**config.mk**
```make
export PLATFORM = sky130hd
export DESIGN_NAME = sfcb_ram
export DESIGN_NICKNAME = d
export VERILOG_FILES = /design/src/rtl/assert_macros.svh /design/src/rtl/sfcb_ram.sv
export SDC_FILE = /design/constraint.sdc
export NUM_CORES = 2
export LEC_CHECK = 0
export BUFFER_PORTS_ARGS = -buffer_cell sky130_fd_sc_hd__buf_4
export CAP_MARGIN = 25
export CORE_ASPECT_RATIO = 0.9
export CORE_MARGIN = 2
export CORE_UTILIZATION = 25
export DETAILED_ROUTE_END_ITERATION = 6
export GPL_TIMING_DRIVEN = 0
export PLACE_DENSITY = 0.38
export SYNTH_ARGS = -nofsm -noshare
export SYNTH_HDL_FRONTEND = slang
export SYNTH_SLANG_ARGS = --single-unit
```
**constraint.sdc**
```tcl
create_clock -name clk -period 2.2 [get_ports clk]
set_input_delay 0.33 -clock clk [delete_from_list [all_inputs] [get_ports clk]]
set_output_delay 0.33 -clock clk [all_outputs]
set_load 0.05 [all_outputs]
```
**src/rtl/assert_macros.svh**
```systemverilog
// assertion macros for the rtl modules, included by the control unit
`ifndef ASSERT_MACROS_SVH
`define ASSERT_MACROS_SVH

// same-cycle implication, checked outside reset
`define ASSERT_IMPLIES(label, clk, rst, ante, cons) \
  label: assert property (@(posedge clk) disable iff (rst) (ante) |-> (cons)) \
    else $error("%m: assertion failed");

// next-cycle implication, checked outside reset
`define ASSERT_NEXT(label, clk, rst, ante, cons) \
  label: assert property (@(posedge clk) disable iff (rst) (ante) |=> (cons)) \
    else $error("%m: assertion failed");

`endif

```
**src/rtl/sfcb_ram.sv**
```systemverilog
// generic single-port-write, single-port-read ram with registered read
`timescale 1ns / 1ps

module sfcb_ram #(
  parameter int WIDTH = 8,
  parameter int DEPTH = 256,
  localparam int AW = (DEPTH > 1) ? $clog2(DEPTH) : 1
) (
  input  logic             clk,
  input  logic             we,
  input  logic [AW-1:0]    waddr,
  input  logic [WIDTH-1:0] wdata,
  input  logic             re,
  input  logic [AW-1:0]    raddr,
  output logic [WIDTH-1:0] rdata
);

  logic [WIDTH-1:0] mem [DEPTH];

  // write port
  always_ff @(posedge clk) begin
    if (we) begin
      mem[waddr] <= wdata;
    end
  end

  // registered read, held between reads
  always_ff @(posedge clk) begin
    if (re) begin
      rdata <= mem[raddr];
    end
  end

endmodule

```
# Yosys cells after proc, flatten, opt, wreduce, memory -nomap -nowiden
# Memories as Yosys holds them, arrays and structs flattened. A register that Yosys moved wholly into a read port is not among the register bits.
# Cells that the tools add are included.
# totals
ff_bits,0
wordCells,3
mem_bits_rw,2048
output_inout_bits,8
n_memories,1
inputBits,27
# mem_list
name,words,width,rd,rd_clocked_by_memory_dff,wr,line_no,source
mem,256,8,1,1,1,sfcb_ram.sv:18,logic [WIDTH-1:0] mem [DEPTH];
# op_classes
mux,2
# op_table
operator,count
$mux W1,2

# Logic depth before layout (Yosys ltp)
# depth
word_depth,2
depth_mapped,11
depth_no_buf,6

# Worst setup path before layout
# Ideal clock, no wire load.
# synth_timing
path_type,input-to-reg
start,in raddr[0]
end,reg rdata[2] (read register of mem) (data pin)
setup_ps,269
stages,9
t_arrival_ps,2137
path_buffers,4
path_slack_ps,-206
t_required_ps,1931
path_cell_list,buf_6 > buf_12 > buf_8 > buf_2 > mux4_2 > a22oi_1 > a21oi_1 > nor4_1 > nor4_2
# synth_rtl
item,line_no,source
"start, declared",sfcb_ram.sv:14,"input logic [AW-1:0] raddr,"
"end, declared",sfcb_ram.sv:15,output logic [WIDTH-1:0] rdata

==> impl_metrics.ini <==
[routing]
routedWlPerCell_um = 34.3
num_vias = 41333
ant_nets = 0
vias_per_cell = 4.83
dr.pass1.iters = 5
drt_iter0_drc = 4827
drc = 0
drt_wl_total_mm = 294

[placement]
gp_congestion = 0.831
placed_cells = 8107
dp_hpwl_mm = 201
post-place-ws_ns = -3.12
port_buffers = 27

[die]
io_pins = 35
rows = 196
coreArea_um2 = 317000
initial_utilization = 0.251
die_area_um2 = 323000
die_y_um = 539
die_width_um = 599

[setup_path]
critical_path_class = input port to flop
r2r_cells = 5
required_ns = 2.77
startpoint = raddr[1]
crit_path_end_kind = flop
startpoint_type = input port
cp.arrival_ns = 3.27
cpPeakStageDelay_ns = 0.76
slowest_stage = nor4_4
crit_buf_inv = 5
crit_cells = 10
cp_common_cell = nor4_4
r2r_start = mem[10][0]
rrSetupSlack_ns = -0.42
critPathCapture = rdata[0]
path_max_fanout = 10
path_delay_family = buffers and inverters
rr_endpoint = rdata[0]
crit_chain = buf_2, buf_12, buf_6, buf_4, buf_16, mux4_2, a22oi_1, a21oi_1, nor4_4, nor4_4

[synth]
synth_edf_count = 2056
ys_seq_area_frac = 0.775
netlist_area_um2 = 79600
yosysWarnings = 0
synthesis.nets = 3760
avgSynthCellArea_um2 = 21.3
netlist_instances = 3733
ys.flop_type = edfxtp_1
yosys.cell_types.count = 54
synth_seq_cells = 2056
async_flop_share = 0

[global_routing]
grt_max_degree = 134
grt_antenna_before_repair = 25
track_usage = 0.179
grt_pass1_vias = 41319
globalRouteOverflowTotal = 0
grt_pass1_wl_mm = 387

[finish]
utilization = 0.305
final_cell_mix = 2056 x edfxtp_1, 455 x mux4_2, 232 x clkbuf_16
area_growth_syn_to_layout_pct = 21.5
drive_gt1_frac = 0.327
nFillCells = 30769
instances_no_fill = 8552
fin_nets = 4141
final_common_cell = edfxtp_1

[clocking]
root_buffer = clkbuf_16
cts.sinks = 2056
htreeDepth = 4
clk_pin_slew_ns = 0.06
cts_made_buffers = 227
cts_tree = done
clock_path_buffers = 4
clock_latency_ns = 0.91

[status]
status = finished with violations
failed_checks = negative setup slack

[sta]
relSlewSlack = 0.275
slew_violations = 0
period_share = 1.23
fmax_ghz = 0.370
hold_viol_final = 0
grt_setup_unrepaired = true
min_period_ns = 2.70
fin_ws_ns = -0.504
tightest_slew_ns = 1.08
setup_viol_count_final = 98
finClkSkew_ns = 0.0439

[power]
p_per_area_nw_per_um2 = 880
irDropWorstVdd_uv = 630
p_leak_nw = 29.2

[min_path]
worstHoldPathType = input port to flop

[flow_run]
maxCapViolCount = 0
## power by group
part           internal (W)  total, W  switching, W
combinational       0.00187   0.00580       0.00393
clock                0.0203    0.0361        0.0158
sequential           0.0432    0.0432     0.0000232
total                0.0654    0.0851        0.0198
## cells by family (layout without fill, tap and decap cells)
group	after synthesis	in the layout	share of synthesized area
buffers and inverters	235	787	0.0183
DFF	2056	2056	0.775
and+or+nand+nor	466	466	0.0263
other	0	10	0
muxes	591	591	0.146
AOI/OAI and AO/OA	385	385	0.0342
## worst min path at each step
stage / startpoint / endpoint / slack (ns) / depth (start not counted)
finish: wdata[7] / mem[64][7] / 0.10 / 2
global route: wdata[7] / mem[138][7] / 0.1 / 2
CTS: wdata[7] / mem[66][7] / 0.08 / 2
detailed placement: wdata[5] / mem[71][5] / 0.58 / 1
global placement: re / rdata[2] / 0.61 / 1
floorplan: wdata[0] / mem[0][0] / 0.43 / 0
## synthesized netlist by cell type, types with 2 or more instances
| library cell | n | area share |
|---|---|---|
| edfxtp_1 | 2056 | 0.78 |
| mux4_2 | 454 | 0.13 |
| nor2_1 | 282 | 0.013 |
| mux2i_1 | 134 | 0.017 |
| a22oi_1 | 133 | 0.013 |
| clkbuf_1 | 111 | 0.0052 |
| a21oi_1 | 96 | 0.0060 |
| o221ai_1 | 46 | 0.0051 |
| nand3_1 | 34 | 0.0021 |
| nand2_1 | 33 | 0.0016 |
| buf_2 | 31 | 0.0019 |
| nor2b_1 | 31 | 0.0024 |
| o22ai_1 | 28 | 0.0022 |
| buf_4 | 27 | 0.0025 |
| nor4_1 | 24 | 0.0019 |
| buf_1 | 22 | 0.0010 |
| nor3_1 | 22 | 0.0014 |
| buf_6 | 21 | 0.0030 |
| a211oi_1 | 16 | 0.0015 |
| a221oi_1 | 13 | 0.0014 |
| buf_8 | 13 | 0.0025 |
| nand4_1 | 10 | 0.00079 |
| o211ai_1 | 10 | 0.00094 |
| o21ai_0 | 10 | 0.00063 |
| a22o_1 | 8 | 0.00088 |
| buf_12 | 8 | 0.0020 |
| nand2b_1 | 8 | 0.00063 |
| and2_1 | 6 | 0.00047 |
| o22a_1 | 5 | 0.00055 |
| o32ai_1 | 4 | 0.00044 |
| or2_2 | 4 | 0.00031 |
| nor4_2 | 3 | 0.00047 |
| a2111oi_0 | 2 | 0.00022 |
| a2111oi_1 | 2 | 0.00025 |
| a311oi_1 | 2 | 0.00022 |
| a31oi_1 | 2 | 0.00016 |
| and3b_1 | 2 | 0.00022 |
| mux4_1 | 2 | 0.00066 |
| nand3b_1 | 2 | 0.00019 |
| o21ai_1 | 2 | 0.00013 |
## per-layer routing
| layer | part of all wire | GRT usage |
|---|---|---|
| met5 | 0.000089 | 0 |
| met4 | 0.025 | 0.0424 |
| met3 | 0.069 | 0.0386 |
| met2 | 0.45 | 0.273 |
| met1 | 0.46 | 0.259 |
## metrics by stage
step                      cell area (µm²)  hold slack, ns  power (W)   TNS, ns
after global placement              85500           0.612     0.0492  -5130.79
after global routing                96700          0.0978     0.0874     -3.91
after detailed placement            86900           0.580     0.0494  -2124.32
after floorplan                     79900           0.429     0.0463    -0.611
after CTS                           96000          0.0765     0.0858     -3.17
final                               96700           0.101     0.0851     -9.69
## final cells by class
| class | count | area, µm² | area share |
|---|---|---|---|
| clock inverter | 103 | 747 | 0.00772 |
| inverter | 2 | 8.76 | 0.0000905 |
| timing repair buffer | 154 | 2040 | 0.0211 |
| antenna | 10 | 25.0 | 0.000259 |
| tap | 4257 | 5330 | 0.0551 |
| clock buffer | 297 | 6030 | 0.0623 |
| buffer | 231 | 2410 | 0.0249 |
| sequential | 2056 | 61700 | 0.638 |
| multi-input combinational | 1442 | 18400 | 0.190 |
## registers in the layout, indices dropped and copies added (netlist names)
| name | count |
|---|---|
| rdata | 8 |
| mem | 2048 |
## timing repair
item | CTS | global route
buffers inserted | 19 | 8
resized for setup | 529 | 138
pin swaps | 33 | 33
setup endpoints to repair | 1220 | 936
hold endpoints to repair | 356 | 0
hold buffers | 8 | 0
(Power assumes the default switching activity.)
