`src/rtl/assert_macros.svh`:
```
// assertion macros for the rtl modules, included by the control unit
`ifndef ASSERT_MACROS_SVH
`define ASSERT_MACROS_SVH

// same-cycle implication, checked outside reset
`define ASSERT_IMPLIES(label, clk, rst, ante, cons) \
  label: assert property (@(posedge clk) disable iff (rst) (ante) |-> (cons)) \
    else $error("%m: assertion failed");

// next-cycle implication, checked outside reset
`define ASSERT_NEXT(label, clk, rst, ante, cons) \
  label: assert property (@(posedge clk) disable iff (rst) (ante) |=> (cons)) \
    else $error("%m: assertion failed");

`endif

```
`src/rtl/sfcb_pkg.sv`:
```
// types, codes and constants of the serial flow control buffer engine
`timescale 1ns / 1ps

package sfcb_pkg;

  // default ring depths
  localparam int RX_DEPTH_DEF = 256;
  localparam int TX_DEPTH_DEF = 512;

  // flow control characters
  localparam logic [7:0] CH_XON  = 8'd17;
  localparam logic [7:0] CH_XOFF = 8'd19;

  // register reset values
  localparam logic [1:0]  FLOW_MODE_RST   = 2'd0;
  localparam logic [8:0]  RX_CAPACITY_RST = 9'd192;
  localparam logic [7:0]  RX_RESERVE_RST  = 8'd64;
  localparam logic [15:0] IDLE_LIMIT_RST  = 16'd100;

  // flow modes, the fourth code behaves as no flow control
  localparam logic [1:0] FLOW_NONE     = 2'd0;
  localparam logic [1:0] FLOW_RTS_CTS  = 2'd1;
  localparam logic [1:0] FLOW_XON_XOFF = 2'd2;

  // register indexes
  localparam logic [1:0] CFG_FLOW_MODE   = 2'd0;
  localparam logic [1:0] CFG_RX_CAPACITY = 2'd1;
  localparam logic [1:0] CFG_RX_RESERVE  = 2'd2;
  localparam logic [1:0] CFG_IDLE_LIMIT  = 2'd3;

  typedef enum logic [1:0] {
    CMD_SAMPLE = 2'd0,
    CMD_PUSH   = 2'd1,
    CMD_POP    = 2'd2,
    CMD_POLL   = 2'd3
  } cmd_t;

  typedef enum logic [2:0] {
    ST_RUNNING  = 3'd0,
    ST_NO_ACT   = 3'd1,
    ST_FULL     = 3'd2,
    ST_OVERFLOW = 3'd3,
    ST_ACCEPTED = 3'd4,
    ST_REJECTED = 3'd5,
    ST_IGNORED  = 3'd6
  } status_t;

  // result word held in the output register of the control unit
  typedef struct packed {
    logic        tx_valid;
    logic [7:0]  tx_byte;
    logic        rts;
    status_t     status;
    logic        sel_tx;
    logic        sel_rx;
    logic [8:0]  rx_level;
    logic [9:0]  tx_level;
  } result_t;

endpackage

```
`src/rtl/sfcb_ctrl.sv`:
```
// control unit: ring pointers, session and flow state, output register
`timescale 1ns / 1ps
`include "assert_macros.svh"

module sfcb_ctrl #(
  parameter int RX_DEPTH = sfcb_pkg::RX_DEPTH_DEF,
  parameter int TX_DEPTH = sfcb_pkg::TX_DEPTH_DEF,
  localparam int RIW = (RX_DEPTH > 1) ? $clog2(RX_DEPTH) : 1,
  localparam int TIW = (TX_DEPTH > 1) ? $clog2(TX_DEPTH) : 1
) (
  input  logic                 clk,
  input  logic                 rst,
  // configuration
  input  logic                 cfg_write,
  input  logic [1:0]           cfg_index,
  input  logic [15:0]          cfg_data,
  // input channel
  input  logic                 in_valid,
  output logic                 in_stall,
  input  logic [1:0]           command,
  input  logic [7:0]           data_byte,
  input  logic                 rx_ready,
  input  logic                 tx_empty,
  input  logic                 cts_level,
  // output register
  output logic                 out_valid,
  input  logic                 out_stall,
  output sfcb_pkg::result_t    res,
  // receive ring memory
  output logic                 rx_we,
  output logic [RIW-1:0]       rx_waddr,
  output logic                 rx_re,
  output logic [RIW-1:0]       rx_raddr,
  // transmit ring memory
  output logic                 tx_we,
  output logic [TIW-1:0]       tx_waddr,
  output logic                 tx_re,
  output logic [TIW-1:0]       tx_raddr
);

  localparam int RFW = $clog2(RX_DEPTH + 1);
  localparam int TFW = $clog2(TX_DEPTH + 1);
  localparam int CW  = (RFW > 9) ? RFW : 9;

  typedef enum logic [1:0] {PH_NONE, PH_POLL, PH_DRAIN} phase_t;
  typedef enum logic [1:0] {PEND_NONE, PEND_XON, PEND_XOFF} pend_t;

  // configuration registers
  logic [1:0]  flow_mode;
  logic [8:0]  rx_capacity;
  logic [7:0]  rx_reserve;
  logic [15:0] idle_limit;

  // control state
  logic [RIW-1:0] rx_wr, rx_wr_next, rx_rd, rx_rd_next;
  logic [RFW-1:0] rx_fill, rx_fill_next;
  logic [TIW-1:0] tx_wr, tx_wr_next, tx_rd, tx_rd_next;
  logic [TFW-1:0] tx_fill, tx_fill_next;
  logic           partner_ok, partner_ok_next;
  logic           rx_allowed, rx_allowed_next;
  logic           rts_flag, rts_flag_next;
  phase_t         phase, phase_next;
  logic [15:0]    idle_count, idle_count_next;
  pend_t          pending, pending_next;

  sfcb_pkg::result_t res_next;
  logic              in_acc;

  // receive limits
  logic [CW-1:0] cap_ext, cap, cap_m1, rsv_ext, rsv, hw, fill_ext, fill_put_ext;

  // per-sample helpers
  logic           mode_rts, mode_xon, able, send_try, ctrl_char, do_put;
  logic [RFW-1:0] fill_put;
  logic [15:0]    idle_base, idle_inc;

  assign in_stall = out_valid && out_stall;
  assign in_acc   = in_valid && !in_stall;

  assign mode_rts  = (flow_mode == sfcb_pkg::FLOW_RTS_CTS);
  assign mode_xon  = (flow_mode == sfcb_pkg::FLOW_XON_XOFF);
  assign ctrl_char = mode_xon && ((data_byte == sfcb_pkg::CH_XON) ||
                                  (data_byte == sfcb_pkg::CH_XOFF));

  // capacity forced to 1..depth, reserve clamped, high-water mark
  always_comb begin
    cap_ext = CW'(rx_capacity);
    if (cap_ext == '0) begin
      cap = CW'(1);
    end else if (cap_ext > CW'(RX_DEPTH)) begin
      cap = CW'(RX_DEPTH);
    end else begin
      cap = cap_ext;
    end
    cap_m1  = cap - CW'(1);
    rsv_ext = CW'(rx_reserve);
    rsv     = (rsv_ext > cap_m1) ? cap_m1 : rsv_ext;
    hw      = cap - rsv;
  end

  assign fill_ext     = CW'(rx_fill);
  assign do_put       = (fill_ext < cap);
  assign fill_put     = do_put ? rx_fill + RFW'(1) : rx_fill;
  assign fill_put_ext = CW'(fill_put);

  // send permission and idle counting for a polling sample
  always_comb begin
    case (flow_mode)
      sfcb_pkg::FLOW_RTS_CTS:  able = cts_level;
      sfcb_pkg::FLOW_XON_XOFF: able = partner_ok;
      default:                 able = 1'b1;
    endcase
  end
  assign send_try  = (phase == PH_POLL) && able && (tx_fill != '0);
  assign idle_base = send_try ? 16'd0 : idle_count;
  assign idle_inc  = idle_base + 16'd1;

  // next state for one accepted word
  always_comb begin
    rx_wr_next      = rx_wr;
    rx_rd_next      = rx_rd;
    rx_fill_next    = rx_fill;
    tx_wr_next      = tx_wr;
    tx_rd_next      = tx_rd;
    tx_fill_next    = tx_fill;
    partner_ok_next = partner_ok;
    rx_allowed_next = rx_allowed;
    rts_flag_next   = rts_flag;
    phase_next      = phase;
    idle_count_next = idle_count;
    pending_next    = pending;
    rx_we           = 1'b0;
    rx_re           = 1'b0;
    tx_we           = 1'b0;
    tx_re           = 1'b0;
    rx_waddr        = rx_wr;
    rx_raddr        = rx_rd;
    tx_waddr        = tx_wr;
    tx_raddr        = tx_rd;
    res_next        = '0;
    res_next.status = sfcb_pkg::ST_IGNORED;

    case (sfcb_pkg::cmd_t'(command))
      // host queues a transmit byte
      sfcb_pkg::CMD_PUSH: begin
        if (tx_fill == TFW'(TX_DEPTH)) begin
          res_next.status = sfcb_pkg::ST_REJECTED;
        end else begin
          tx_we           = 1'b1;
          tx_wr_next      = (tx_wr == TIW'(TX_DEPTH - 1)) ? '0 : tx_wr + TIW'(1);
          tx_fill_next    = tx_fill + TFW'(1);
          res_next.status = sfcb_pkg::ST_ACCEPTED;
        end
      end
      // host takes a received byte
      sfcb_pkg::CMD_POP: begin
        if (rx_fill == '0) begin
          res_next.status = sfcb_pkg::ST_REJECTED;
        end else begin
          rx_re           = 1'b1;
          res_next.sel_rx = 1'b1;
          rx_rd_next      = (rx_rd == RIW'(RX_DEPTH - 1)) ? '0 : rx_rd + RIW'(1);
          rx_fill_next    = rx_fill - RFW'(1);
          res_next.status = sfcb_pkg::ST_ACCEPTED;
        end
      end
      // start a poll session
      sfcb_pkg::CMD_POLL: begin
        phase_next = PH_NONE;
        if (fill_ext >= hw) begin
          res_next.status = (fill_ext >= cap) ? sfcb_pkg::ST_OVERFLOW : sfcb_pkg::ST_FULL;
        end else begin
          if (mode_rts) begin
            rts_flag_next = 1'b1;
          end else if (mode_xon && !rx_allowed) begin
            pending_next    = PEND_XON;
            rx_allowed_next = 1'b1;
          end
          phase_next      = PH_POLL;
          idle_count_next = 16'd0;
          res_next.status = sfcb_pkg::ST_RUNNING;
        end
      end
      // line sample
      default: begin
        if (pending != PEND_NONE) begin
          if (tx_empty) begin
            res_next.tx_valid = 1'b1;
            res_next.tx_byte  = (pending == PEND_XON) ? sfcb_pkg::CH_XON : sfcb_pkg::CH_XOFF;
            pending_next      = PEND_NONE;
          end
          res_next.status = (phase != PH_NONE) ? sfcb_pkg::ST_RUNNING : sfcb_pkg::ST_IGNORED;
        end else if (phase == PH_POLL) begin
          res_next.status = sfcb_pkg::ST_RUNNING;
          if (send_try) begin
            idle_count_next = 16'd0;
            if (tx_empty) begin
              tx_re             = 1'b1;
              res_next.tx_valid = 1'b1;
              res_next.sel_tx   = 1'b1;
              tx_rd_next   = (tx_rd == TIW'(TX_DEPTH - 1)) ? '0 : tx_rd + TIW'(1);
              tx_fill_next = tx_fill - TFW'(1);
            end
          end
          if (rx_ready) begin
            idle_count_next = 16'd0;
            if (ctrl_char) begin
              partner_ok_next = (data_byte == sfcb_pkg::CH_XON);
            end else begin
              if (do_put) begin
                rx_we        = 1'b1;
                rx_wr_next   = (rx_wr == RIW'(RX_DEPTH - 1)) ? '0 : rx_wr + RIW'(1);
                rx_fill_next = fill_put;
              end
              // high-water: drop receive enable where the flow mode has one, and drain
              if (fill_put_ext >= hw) begin
                if (mode_rts) begin
                  rts_flag_next = 1'b0;
                end else if (mode_xon && rx_allowed) begin
                  pending_next    = PEND_XOFF;
                  rx_allowed_next = 1'b0;
                end
                phase_next      = PH_DRAIN;
                idle_count_next = 16'd0;
              end
            end
          end else begin
            idle_count_next = idle_inc;
            if (idle_inc >= idle_limit) begin
              phase_next      = PH_NONE;
              res_next.status = sfcb_pkg::ST_NO_ACT;
            end
          end
        end else if (phase == PH_DRAIN) begin
          res_next.status = sfcb_pkg::ST_RUNNING;
          if (rx_ready) begin
            idle_count_next = 16'd0;
            if (ctrl_char) begin
              partner_ok_next = (data_byte == sfcb_pkg::CH_XON);
            end else begin
              if (do_put) begin
                rx_we        = 1'b1;
                rx_wr_next   = (rx_wr == RIW'(RX_DEPTH - 1)) ? '0 : rx_wr + RIW'(1);
                rx_fill_next = fill_put;
              end
              if (fill_put_ext >= cap) begin
                phase_next      = PH_NONE;
                res_next.status = sfcb_pkg::ST_OVERFLOW;
              end
            end
          end else begin
            idle_count_next = idle_inc;
            if (idle_inc >= idle_limit) begin
              phase_next      = PH_NONE;
              res_next.status = sfcb_pkg::ST_FULL;
            end
          end
        end else begin
          phase_next      = PH_NONE;
          res_next.status = sfcb_pkg::ST_IGNORED;
        end
      end
    endcase

    res_next.rts      = rts_flag_next;
    res_next.rx_level = 9'(rx_fill_next);
    res_next.tx_level = 10'(tx_fill_next);

    // memory accesses only for an accepted word
    rx_we = rx_we && in_acc;
    rx_re = rx_re && in_acc;
    tx_we = tx_we && in_acc;
    tx_re = tx_re && in_acc;
  end

  // configuration registers
  always_ff @(posedge clk) begin
    if (rst) begin
      flow_mode   <= sfcb_pkg::FLOW_MODE_RST;
      rx_capacity <= sfcb_pkg::RX_CAPACITY_RST;
      rx_reserve  <= sfcb_pkg::RX_RESERVE_RST;
      idle_limit  <= sfcb_pkg::IDLE_LIMIT_RST;
    end else if (cfg_write) begin
      case (cfg_index)
        sfcb_pkg::CFG_FLOW_MODE:   flow_mode   <= cfg_data[1:0];
        sfcb_pkg::CFG_RX_CAPACITY: rx_capacity <= cfg_data[8:0];
        sfcb_pkg::CFG_RX_RESERVE:  rx_reserve  <= cfg_data[7:0];
        sfcb_pkg::CFG_IDLE_LIMIT:  idle_limit  <= cfg_data;
        default: ;
      endcase
    end
  end

  // control state and output valid
  always_ff @(posedge clk) begin
    if (rst) begin
      rx_wr      <= '0;
      rx_rd      <= '0;
      rx_fill    <= '0;
      tx_wr      <= '0;
      tx_rd      <= '0;
      tx_fill    <= '0;
      partner_ok <= 1'b1;
      rx_allowed <= 1'b1;
      rts_flag   <= 1'b0;
      phase      <= PH_NONE;
      idle_count <= 16'd0;
      pending    <= PEND_NONE;
      out_valid  <= 1'b0;
    end else begin
      if (in_acc) begin
        rx_wr      <= rx_wr_next;
        rx_rd      <= rx_rd_next;
        rx_fill    <= rx_fill_next;
        tx_wr      <= tx_wr_next;
        tx_rd      <= tx_rd_next;
        tx_fill    <= tx_fill_next;
        partner_ok <= partner_ok_next;
        rx_allowed <= rx_allowed_next;
        rts_flag   <= rts_flag_next;
        phase      <= phase_next;
        idle_count <= idle_count_next;
        pending    <= pending_next;
        out_valid  <= 1'b1;
      end else if (!out_stall) begin
        out_valid  <= 1'b0;
      end
    end
  end

  // result payload
  always_ff @(posedge clk) begin
    if (in_acc) begin
      res <= res_next;
    end
  end

  `ASSERT_IMPLIES(a_rx_fill_bound, clk, rst, 1'b1, rx_fill <= RFW'(RX_DEPTH))
  `ASSERT_IMPLIES(a_tx_empty_ptrs, clk, rst, tx_fill == '0, tx_wr == tx_rd)
  `ASSERT_IMPLIES(a_sel_exclusive, clk, rst, out_valid, !(res.sel_tx && res.sel_rx))
  `ASSERT_IMPLIES(a_sel_tx_valid, clk, rst, out_valid && res.sel_tx, res.tx_valid)
  `ASSERT_NEXT(a_acc_gives_result, clk, rst, in_acc, out_valid)

endmodule

```
`config.mk`:
```
export PLATFORM = sky130hd
export DESIGN_NAME = sfcb_ctrl
export DESIGN_NICKNAME = d
export VERILOG_FILES = /design/src/rtl/sfcb_pkg.sv /design/src/rtl/sfcb_ctrl.sv
export VERILOG_INCLUDE_DIRS = /design/src /design/src/rtl
export SDC_FILE = /design/constraint.sdc
export NUM_CORES = 1
export LEC_CHECK = 0
export BUFFER_PORTS_ARGS = -buffer_cell sky130_fd_sc_hd__buf_4
export CAP_MARGIN = 20
export CORE_AREA = 2 2 134 136
export DETAILED_ROUTE_END_ITERATION = 10
export DIE_AREA = 0 0 136 138
export GPL_TIMING_DRIVEN = 0
export HOLD_SLACK_MARGIN = 0.08
export PLACE_DENSITY = 0.76
export SLEW_MARGIN = 40
export SYNTH_ARGS = -nofsm -noshare
export SYNTH_HDL_FRONTEND = slang
export SYNTH_SLANG_ARGS = --single-unit
```
`constraint.sdc`:
```
create_clock -name clk -period 5.8 [get_ports clk]
set_input_delay 0.58 -clock clk [delete_from_list [all_inputs] [get_ports clk]]
set_output_delay 0.58 -clock clk [all_outputs]
set_load 0.05 [all_outputs]
```
# ---- After elaboration in Yosys (flattened, before gate mapping)
# Cells that the tools add are included.
dict set report word_totals {
  reg_bits 146
  in_bits 36
  output_inout_bits 74
  word_cells 248
}
dict set report op_classes {
  addsub 11
  magnitude_cmp 8
  n_eq_ne 32
  mux 119
  n_bitwise 6
  n_reduce_logical 47
}
# cell count
set op_table {}
lappend op_table {{$mux W9} 14}
lappend op_table {{$mux W16} 6}
lappend op_table {{$mux W8} 7}
lappend op_table {{$mux W2} 26}
lappend op_table {{$mux W10} 5}
lappend op_table {{$mux W1} 47}
lappend op_table {{$ge A9 B9 Y1} 4}
lappend op_table {{$pmux W16 S2} 1}
lappend op_table {{$add A9 B1 Y9 const B} 3}
lappend op_table {{$reduce_and A12 Y1} 2}
lappend op_table {{$pmux W10 S2} 1}
lappend op_table {{$eq A9 B9 Y1 const B} 2}
lappend op_table {{$logic_not A9 Y1} 2}
lappend op_table {{$pmux W9 S2} 1}
lappend op_table {{$sub A9 B1 Y9 const B} 2}
lappend op_table {{$add A16 B1 Y16 const B} 1}
lappend op_table {{$add A8 B1 Y8 const B} 2}
lappend op_table {{$eq A8 B5 Y1 const B} 2}
lappend op_table {{$eq A8 B8 Y1 const B} 2}
lappend op_table {{$ge A16 B16 Y1} 1}
lappend op_table {{$mux W3} 5}
lappend op_table {{$reduce_bool A3 Y1} 5}
lappend op_table {{$reduce_bool A2 Y1} 7}
lappend op_table {{$eq A2 B2 Y1 const B} 6}
lappend op_table {{other kinds (33)} 69}

# ---- Depth between registers and ports, before layout
# Gate-level depths: netlist (run 1).
dict set report logic_depth {
  word_depth 14
  depth_mapped 31
  mapped_depth_nobuf 30
}

# ---- Least setup slack after synthesis (run 1)
# OpenSTA, ideal clock, no wires.
dict set report synth_timing {
  path_type {reg-to-reg}
  startpoint {reg rx_capacity[6], in the netlist cap_ext[6]}
  endpoint {reg rx_allowed}
  setup_time_ps 122
  t_arrival_ps 5881
  required_ps 5678
  path_slack_ps -202
  path_stages_with_launch 28
  n_path_buf 1
  period_less_slack_ps 6002
  path_cell_list {dfxtp_1 > nor4_1 > a21oi_1 > or2_2 > ha_1 > ha_1 > nor2b_1 > o21a_1 > o21a_1 > o21a_1 > o21a_1 > o211ai_1 > a21oi_1 > clkbuf_1 > o21ai_0 > ha_1 > inv_1 > fa_1 > a211oi_1 > o21ai_0 > ha_1 > o211ai_1 > o21a_1 > maj3_1 > maj3_1 > nand2b_1 > and2_1 > a221o_1}
}
dict set report synth_between {
  elab_chain_cells 10
  elab_cells_between_ends 15
  cone_classes {add/sub (2); order compare (5); eq/ne (1); mux (4); reduce/logical (3)}
}
# element line_no
set synth_rtl {}
lappend synth_rtl {{start, declared} sfcb_ctrl.sv:50} ;# logic [8:0] rx_capacity;
lappend synth_rtl {{start signal, assigned} sfcb_ctrl.sv:280} ;# rx_capacity <= sfcb_pkg::RX_CAPACITY_RST;
lappend synth_rtl {{start signal, assigned} sfcb_ctrl.sv:286} ;# sfcb_pkg::CFG_RX_CAPACITY: rx_capacity <= cfg_data[8:0];
lappend synth_rtl {{$gt A9 B9 Y1} sfcb_ctrl.sv:90} ;# end else if (cap_ext > CW'(RX_DEPTH)) begin
lappend synth_rtl {{$mux W9} sfcb_ctrl.sv:90}
lappend synth_rtl {{$mux W9 *} sfcb_ctrl.sv:88} ;# if (cap_ext == '0) begin
lappend synth_rtl {{$sub A9 B1 Y9} sfcb_ctrl.sv:95} ;# cap_m1 = cap - CW'(1);
lappend synth_rtl {{$gt A8 B9 Y1} sfcb_ctrl.sv:97} ;# rsv = (rsv_ext > cap_m1) ? cap_m1 : rsv_ext;
lappend synth_rtl {{$mux W9} sfcb_ctrl.sv:97}
lappend synth_rtl {{$sub A9 B9 Y9} sfcb_ctrl.sv:98} ;# hw = cap - rsv;
lappend synth_rtl {{$ge A9 B9 Y1 (on tied branches)} {sfcb_ctrl.sv:170, sfcb_ctrl.sv:216}}
lappend synth_rtl {{$ne A2 B2 Y1 (no line) / $reduce_bool A2 Y1 (equally long branches)} -}
lappend synth_rtl {{$reduce_and A12 Y1 (no line) *} -}
lappend synth_rtl {{end signal, assigned} sfcb_ctrl.sv:319} ;# rx_allowed <= rx_allowed_next;
lappend synth_rtl {{end, declared} sfcb_ctrl.sv:60} ;# logic rx_allowed, rx_allowed_next;
# Every way passes the cells marked *; elsewhere a longest branch is shown, timed or not.
# A chain may end at the register's enable or synchronous reset.

==> results.md, run 1 <==
- Status: complete, but fails checks
- Violated checks: negative setup slack
- Fin. max-slew vios: 0
- Worst vdd ir: 0.203 mV
- DIE WIDTH: 136 um
- Async SR Flop Fraction: 0%
- Hold-fix buffers at CTS: 0
- Routability cong.: 0.903
- CP dominant cell by count: o21a_1
- Share of layout cells above drive strength 1: 22.2%
- Initial antenna violation count: 0
- Min setup slack post-route: -0.166 ns
- Worst skew pair latency: 0.44 ns
- RSZ-0062 raised after global routing: yes
- Final Critical Period: 5.97 ns
- CTS root buffer: clkbuf_16
- Post-Syn Area per Cell: 8.10 um2
- Number of CTS-inserted buffers: 17
- H-tree level count: 4
- Crit path capture type: flip-flop
- R2R depth: 29
- Vias in the first global route: 8312
- Global-route wire length before repair: 40300 um
- Pre-CTS setup slack: -0.693 ns
- Vias per cell: 5.74
- Antenna-violating nets left: 0
- Sequential share of the synthesized area: 33.7%
- Critical Path Source Type: flip-flop
- Worst Skew: 0.0131 ns
- Placeable Area: 0.0175 mm2
- Fillers: 1471
- EDFF count, synth: 28
- PortBufs: 104
- Worst Hold Class: input port to flip-flop
- CTS tree: yes
- N_diodes: 0
- I/O pin cnt: 110
- Critical Path AT: 6.25 ns
- Setup tns final: -2.49 ns
- Area delta synth->final: 26.2%
- Synth Cell Area: 0.00915 mm2
- Fin. Hold Viols: 0
- Synthesis-stage register bit count: 140
- Worst Setup Path Type: flip-flop to flip-flop
- Tot Pwr: 2.88 mW
- Starting density of the core: 52.2%
- Die Ht: 138 um
- Final Cycle Share: 103%
- Slew margin rel.: 39.9%
- Largest net degree at the start of global routing: 24
- Max Fanout on Critical Path: 4
- Die ar.: 0.0188 mm2
- Rows: 49
- F_max: 0.168 GHz
- Power per Cell Area: 250 mW/mm2
- Hold slack final: 0.364 ns
- Synth Instances: 1129
- Max-cap violation count: 0
- Drt pass-1 iters: 5
- DR DRC count: 0
- NumNets Final: 1404
- Ys Warns: 0
- Reg clk slew, reported paths: 0.06 ns
- Area after DPL: 0.0103 mm2
- Cell variety after synth: 80
- Wire per inst: 16.6 um
- GRT Total Usage: 26.7%
- Iter 0 DRT Violations: 820
- GRT overflow: 0
- Main synth FF type: dfxtp_1
- Vias: 8747
- Cell area after layout: 0.0115 mm2
- Worst Hold Depth: 2
- Clk buf depth: 2
- Worst endpoint required time: 6.08 ns
- Final setup viols: 24
- Static leakage: 4.82 nW
- Final WL: 25300 um
- Clk sinks: 140
- Crit-path max cell delay: 0.37 ns
- DP HPWL: 17700 um
- CP max stage cell: fa_2
- Worst-Margin Slew: 0.894 ns
cells by family (layout without fill, tap and decap cells):
group | count (synthesis) | in the layout | synth area share [%]
other | 1 | 5 | 0.0410
DFF | 140 | 140 | 33.7
adders and majority gates | 88 | 88 | 12.1
and+or+nand+nor | 467 | 467 | 25.0
muxes | 15 | 15 | 1.67
xor gates and xnor gates | 53 | 53 | 5.16
buffers and inverters | 113 | 275 | 5.10
AOI/OAI and AO/OA | 252 | 252 | 17.3
final cells by class:
class | instances | area (um2) | area share (%)
Multi-Input combinational cell | 880 | 6030 | 52.3
Sequential cell | 140 | 3090 | 26.8
Timing Repair Buffer | 130 | 1020 | 8.85
Clock buffer | 21 | 497 | 4.30
Tap cell | 229 | 287 | 2.48
Buffer | 48 | 260 | 2.26
Inverter | 65 | 246 | 2.14
Clock inverter | 11 | 103 | 0.889
where the power goes:
part	total, mW	internal [mW]	switching, mW	leakage [nW]
Sequential	1.04	1.02	0.0195	1.19
Clock	1.10	0.659	0.442	0.294
Combinational	0.735	0.313	0.422	3.33
Total	2.88	2.00	0.884	4.82
per-stage QoR:
stage / util, % / std cells
floorplan: - / 1133
finish: 65.8 / 1524
global route: 65.8 / 1524
global placement: 58.5 / 1466
CTS: 64.4 / 1516
detailed placement: 58.6 / 1467
flip-flops by register name, summed over array words and instances (netlist names), 2 cells and up:
register,count
cap_ext,9
fill_ext,9
flow_mode,2
idle_count,16
idle_limit,16
pending,2
phase,2
res,28
rx_raddr,8
rx_reserve,8
rx_waddr,8
tx_fill,10
tx_raddr,9
tx_waddr,9
layout by cell type, fill, tap and decap left out, types with 6 or more instances in the layout:
cell       instances
mux2i_1           13
o21ai_0           42
or2_2              8
buf_6              7
nor3_1            18
xor2_1            24
clkbuf_16         19
nor2_1           114
a21oi_2            6
nand2_1          137
a211oi_1           8
ha_1              77
o21ai_2           10
nand4_1           28
o21a_1             9
xnor2_1           24
dfxtp_1          108
a21o_1            10
nand3_2           15
o21ai_1           19
nand3_1           36
clkbuf_1          27
or3_1             16
and3_1            14
o211ai_1          11
nor4_1             6
a21oi_1           78
nand2b_1          25
a211o_1            6
a31oi_1            9
inv_1             59
buf_4            132
edfxtp_1          28
nand3b_1           8
per-layer routing:
layer  GRT usage (%)  vias to the layer above  routed length [um]
li1                -                     4302                   -
met1            34.3                     4037               10900
met2            44.1                      341               11900
met3            4.73                       67                1640
met4            10.6                        0                 842
met5               0                        -                   0
worst max-delay path, delay by kind of cell (launching register included):
family / cells / cell delay (ns)
fa+ha+maj: 7 / 1.96
compound gates: 13 / 2.05
buf+inv: 3 / 0.35
simple gates: 6 / 1.10
flops: 1 / 0.35
worst paths after layout:
| path | end | startpoint | slack (ns) |
|---|---|---|---|
| hold / removal | idle_limit[6] | cfg_data[6] | 0.36 |
| setup reg to reg | res[21] | cap_ext[6] | -0.17 |
| hold reg to reg | idle_limit[13] | idle_limit[13] | 0.45 |
| setup / recovery | res[21] | cap_ext[6] | -0.17 |
cell usage after synthesis, types with 8 or more instances:
cell type / number / area (um2)
nand2_1: 140 / 526
nor2_1: 115 / 432
dfxtp_1: 112 / 2240
ha_1: 85 / 1060
a21oi_1: 82 / 410
o21ai_0: 67 / 335
inv_1: 61 / 229
nand3_1: 49 / 245
clkbuf_1: 29 / 109
edfxtp_1: 28 / 841
nand4_1: 28 / 175
xnor2_1: 28 / 245
nand2b_1: 26 / 163
xor2_1: 24 / 210
nor3_1: 18 / 90.1
or3_1: 17 / 106
and3_1: 15 / 93.8
mux2i_1: 13 / 130
o211ai_1: 11 / 82.6
a211oi_1: 10 / 75.1
a21o_1: 10 / 75.1
a31oi_1: 9 / 56.3
buf_4: 9 / 67.6
nor2b_1: 9 / 56.3
o21a_1: 9 / 67.6
or2_2: 9 / 56.3
nand3b_1: 8 / 60.1
timing repair:
item	4_1_cts	5_1_grt
endpoints found under the setup margin	25	25
setup buffers	15	8
pin swaps	33	30
cloned	3	0
gates resized for setup	82	42
No activity file was read; power rests on OpenSTA's default activity.
==> run 2: changes to the inputs <==
--- a/config.mk
+++ b/config.mk
@@ -6,11 +6,12 @@
 export SDC_FILE = /design/constraint.sdc
 export NUM_CORES = 1
 export LEC_CHECK = 0
+export ABC_AREA = 1
 export BUFFER_PORTS_ARGS = -buffer_cell sky130_fd_sc_hd__buf_4
 export CAP_MARGIN = 20
-export CORE_AREA = 2 2 134 136
+export CORE_AREA = 2 2 138 140
 export DETAILED_ROUTE_END_ITERATION = 10
-export DIE_AREA = 0 0 136 138
+export DIE_AREA = 0 0 140 142
 export GPL_TIMING_DRIVEN = 0
 export HOLD_SLACK_MARGIN = 0.08
 export PLACE_DENSITY = 0.76
==> run 2 against run 1 <==
- highest routed layer unchanged
- die area increased by 5.9%
- clock power about the same
- the run ends with design-rule violations left
- clock skew decreased by 0.0060 ns
==> results.md, run 2 <==
- Status: complete, but fails checks
- Violated checks: design-rule violations
- Crit-path max cell delay: 0.42 ns
- Die ar.: 0.0199 mm2
- NumNets Final: 1681
- Global-route wire length before repair: 43800 um
- Synth Cell Area: 0.00976 mm2
- Synth Area in Compound Gates: 16.5%
- Fin. max-slew vios: 0
- Critical Path Source Type: flip-flop
- Power per Cell Area: 272 mW/mm2
- H-tree level count: 4
- Worst Skew: 0.00710 ns
- Most common cell in the synthesized netlist: nand2_1
- Async SR Flop Fraction: 0%
- XOR/XNOR share of the synthesized area: 2.60%
- Vias: 9910
- Initial antenna violation count: 0
- I/O pin cnt: 110
- Slew margin rel.: 44.1%
- Worst vdd ir: 0.243 mV
- CP dominant cell by count: nand2_1
- Largest family of logic cells by synthesized area: simple AND/OR/NAND/NOR gates
- Worst Hold Class: input port to flip-flop
- Top Registers: res: 28 flops, idle_count: 16 flops, idle_limit: 16 flops
- Area delta synth->final: 21.9%
- Synth area leaders: dfxtp_1 (23%), ha_1 (11%), nand2_1 (11%)
- Iter 0 DRT Violations: 864
- Post-Syn Area per Cell: 6.92 um2
- Worst-Margin Slew: 0.839 ns
- Clk sinks: 140
- Clk buf depth: 2
- DR DRC count: 8
- Reg2reg end: res[21]
- Static leakage: 5.64 nW
- GRT Total Usage: 27.1%
- Worst Hold Depth: 2
- Critical Path AT: 5.93 ns
- CP max stage cell: fa_2
- PortBufs: 103
- Most frequent cells in the layout: nand2_1 (273), inv_1 (185), nor2_1 (131)
- Final setup viols: 0
- R2r setup slk: 0.05 ns
- Worst endpoint required time: 5.99 ns
- Max-cap violation count: 0
- CTS root buffer: clkbuf_16
- DP HPWL: 19900 um
- Largest net degree at the start of global routing: 38
- Most common cell after layout, fill and taps aside: nand2_1
- Worst skew pair latency: 0.43 ns
- Antenna-violating nets left: 0
- Dominant cell type by area after synthesis: dfxtp_1
- Sequential share of the synthesized area: 31.6%
- Largest Register: res
- Synth Instances: 1410
- Max reg flops: 28
- Reg clk slew, reported paths: 0.07 ns
- Crit path capture type: flip-flop
- F_max: 0.174 GHz
- Final WL: 27200 um
- Ys Warns: 0
- Drt pass-1 iters: 11
- Final Critical Period: 5.75 ns
- EDFF count, synth: 28
- Die Ht: 142 um
- Cells after DPL: 1751
- Main synth FF type: dfxtp_1
- Starting density of the core: 52.9%
- CP delay by family, top: simple AND/OR/NAND/NOR gates
- Wire per inst: 15.0 um
- Share of layout cells above drive strength 1: 18.3%
- Worst Setup Path Type: flip-flop to flip-flop
- Placeable Area: 0.0185 mm2
- Fin. Hold Viols: 0
- Hold_sp: data_byte[1]
- Synth Area in Adders: 11.1%
- Tot Pwr: 3.23 mW
- Synthesis-stage register bit count: 140
- CP Buf/Inv Count: 5
- GRT overflow: 0
- Max Fanout on Critical Path: 8
- Vias in the first global route: 9212
- Proportion of synthesized area in mux cells: 0%
- Pre-CTS setup slack: -0.817 ns
- Cell variety after synth: 57
- RSZ-0062 raised after global routing: yes
- Commonest cells post-synth: nand2_1 (282), inv_1 (189), nor2_1 (140)
- Min setup slack post-route: 0.0544 ns
- Cell Count, Final, Fillers Out: 1806
- Worst Hold End: partner_ok
- Routability cong.: 0.919
- Yosys top cell area share: 23.0%
- CTS tree: yes
- R2R depth: 39
- Cell area after layout: 0.0119 mm2
- Final Cycle Share: 99.1%
- Simple-gate portion of the synthesized area: 27.8%
- DIE WIDTH: 140 um
- Rows: 50
- Hold slack final: 0.342 ns
- Crit Reg-Reg Startpoint: cap_ext[0]
- Vias per cell: 5.49
- Number of CTS-inserted buffers: 17
- Area after DPL: 0.0108 mm2
- N_diodes: 0
run 2: cell count changes after synthesis, moves of 24 or more:
cell,previous run,this run
a21oi_1,82,136
inv_1,61,189
nand2_1,140,282
nand2b_1,26,0
nor2_1,115,140
o21ai_0,67,107
xnor2_1,28,4
run 2: stage by stage:
step | TNS [ns] | util (%)
after floorplan | 0 | -
final | 0 | 64.5
after global routing | -4.33 | 64.5
after CTS | 0 | 62.5
after detailed placement | -16.19 | 58.8
after global placement | -14.01 | 58.7
run 2: routing by layer:
metal,global-route usage (%),up-vias,wire length [um],share of wire [%]
li1,-,4940,-,-
met1,35.5,4542,12100,44
met2,45.3,361,12600,47
met3,5.01,67,1760,6.5
met4,9.30,0,685,2.5
met5,0,-,0,0
run 2: layout make-up:
| cell class | instances | area [um2] |
|---|---|---|
| fillers | 1611 | 6550 |
| plain buffers | 43 | 244 |
| inverters | 210 | 803 |
| clock inverters | 13 | 136 |
| well taps | 234 | 293 |
| multi-input cells | 1021 | 5890 |
| flip-flops and latches | 140 | 3080 |
| clock buffers | 19 | 464 |
| repair buffers | 126 | 988 |
run 2: timing repair:
| item | in CTS | in global routing |
|---|---|---|
| setup endpoints to repair | 25 | 25 |
| gates resized for setup | 11 | 62 |
| cloned | 0 | 2 |
| setup buffers | 8 | 13 |
| hold buffers | 0 | 0 |
| pin swaps | 3 | 36 |
run 2: how the worst max path moves through the flow:
stage	from	end	cells after the start
final	cap_ext[0]	res[21]	39
after global routing	cap_ext[0]	idle_count[9]	42
after CTS	cap_ext[0]	idle_count[12]	42
after detailed placement	cap_ext[1]	idle_count[12]	42
after global placement	cap_ext[7]	idle_count[12]	40
after floorplan	cap_ext[0]	idle_count[12]	42
run 2: report_power, final:
| group | switching (mW) | internal, mW | total [mW] |
|---|---|---|---|
| clock | 0.451 | 0.670 | 1.12 |
| sequential | 0.0410 | 1.05 | 1.09 |
| combinational | 0.657 | 0.366 | 1.02 |
run 2: cell families after synthesis:
group,Yosys count
simple gates,600
compound gates,301
buf+inv,253
flops,140
fa+ha+maj,86
xor+xnor,29
other cells,1
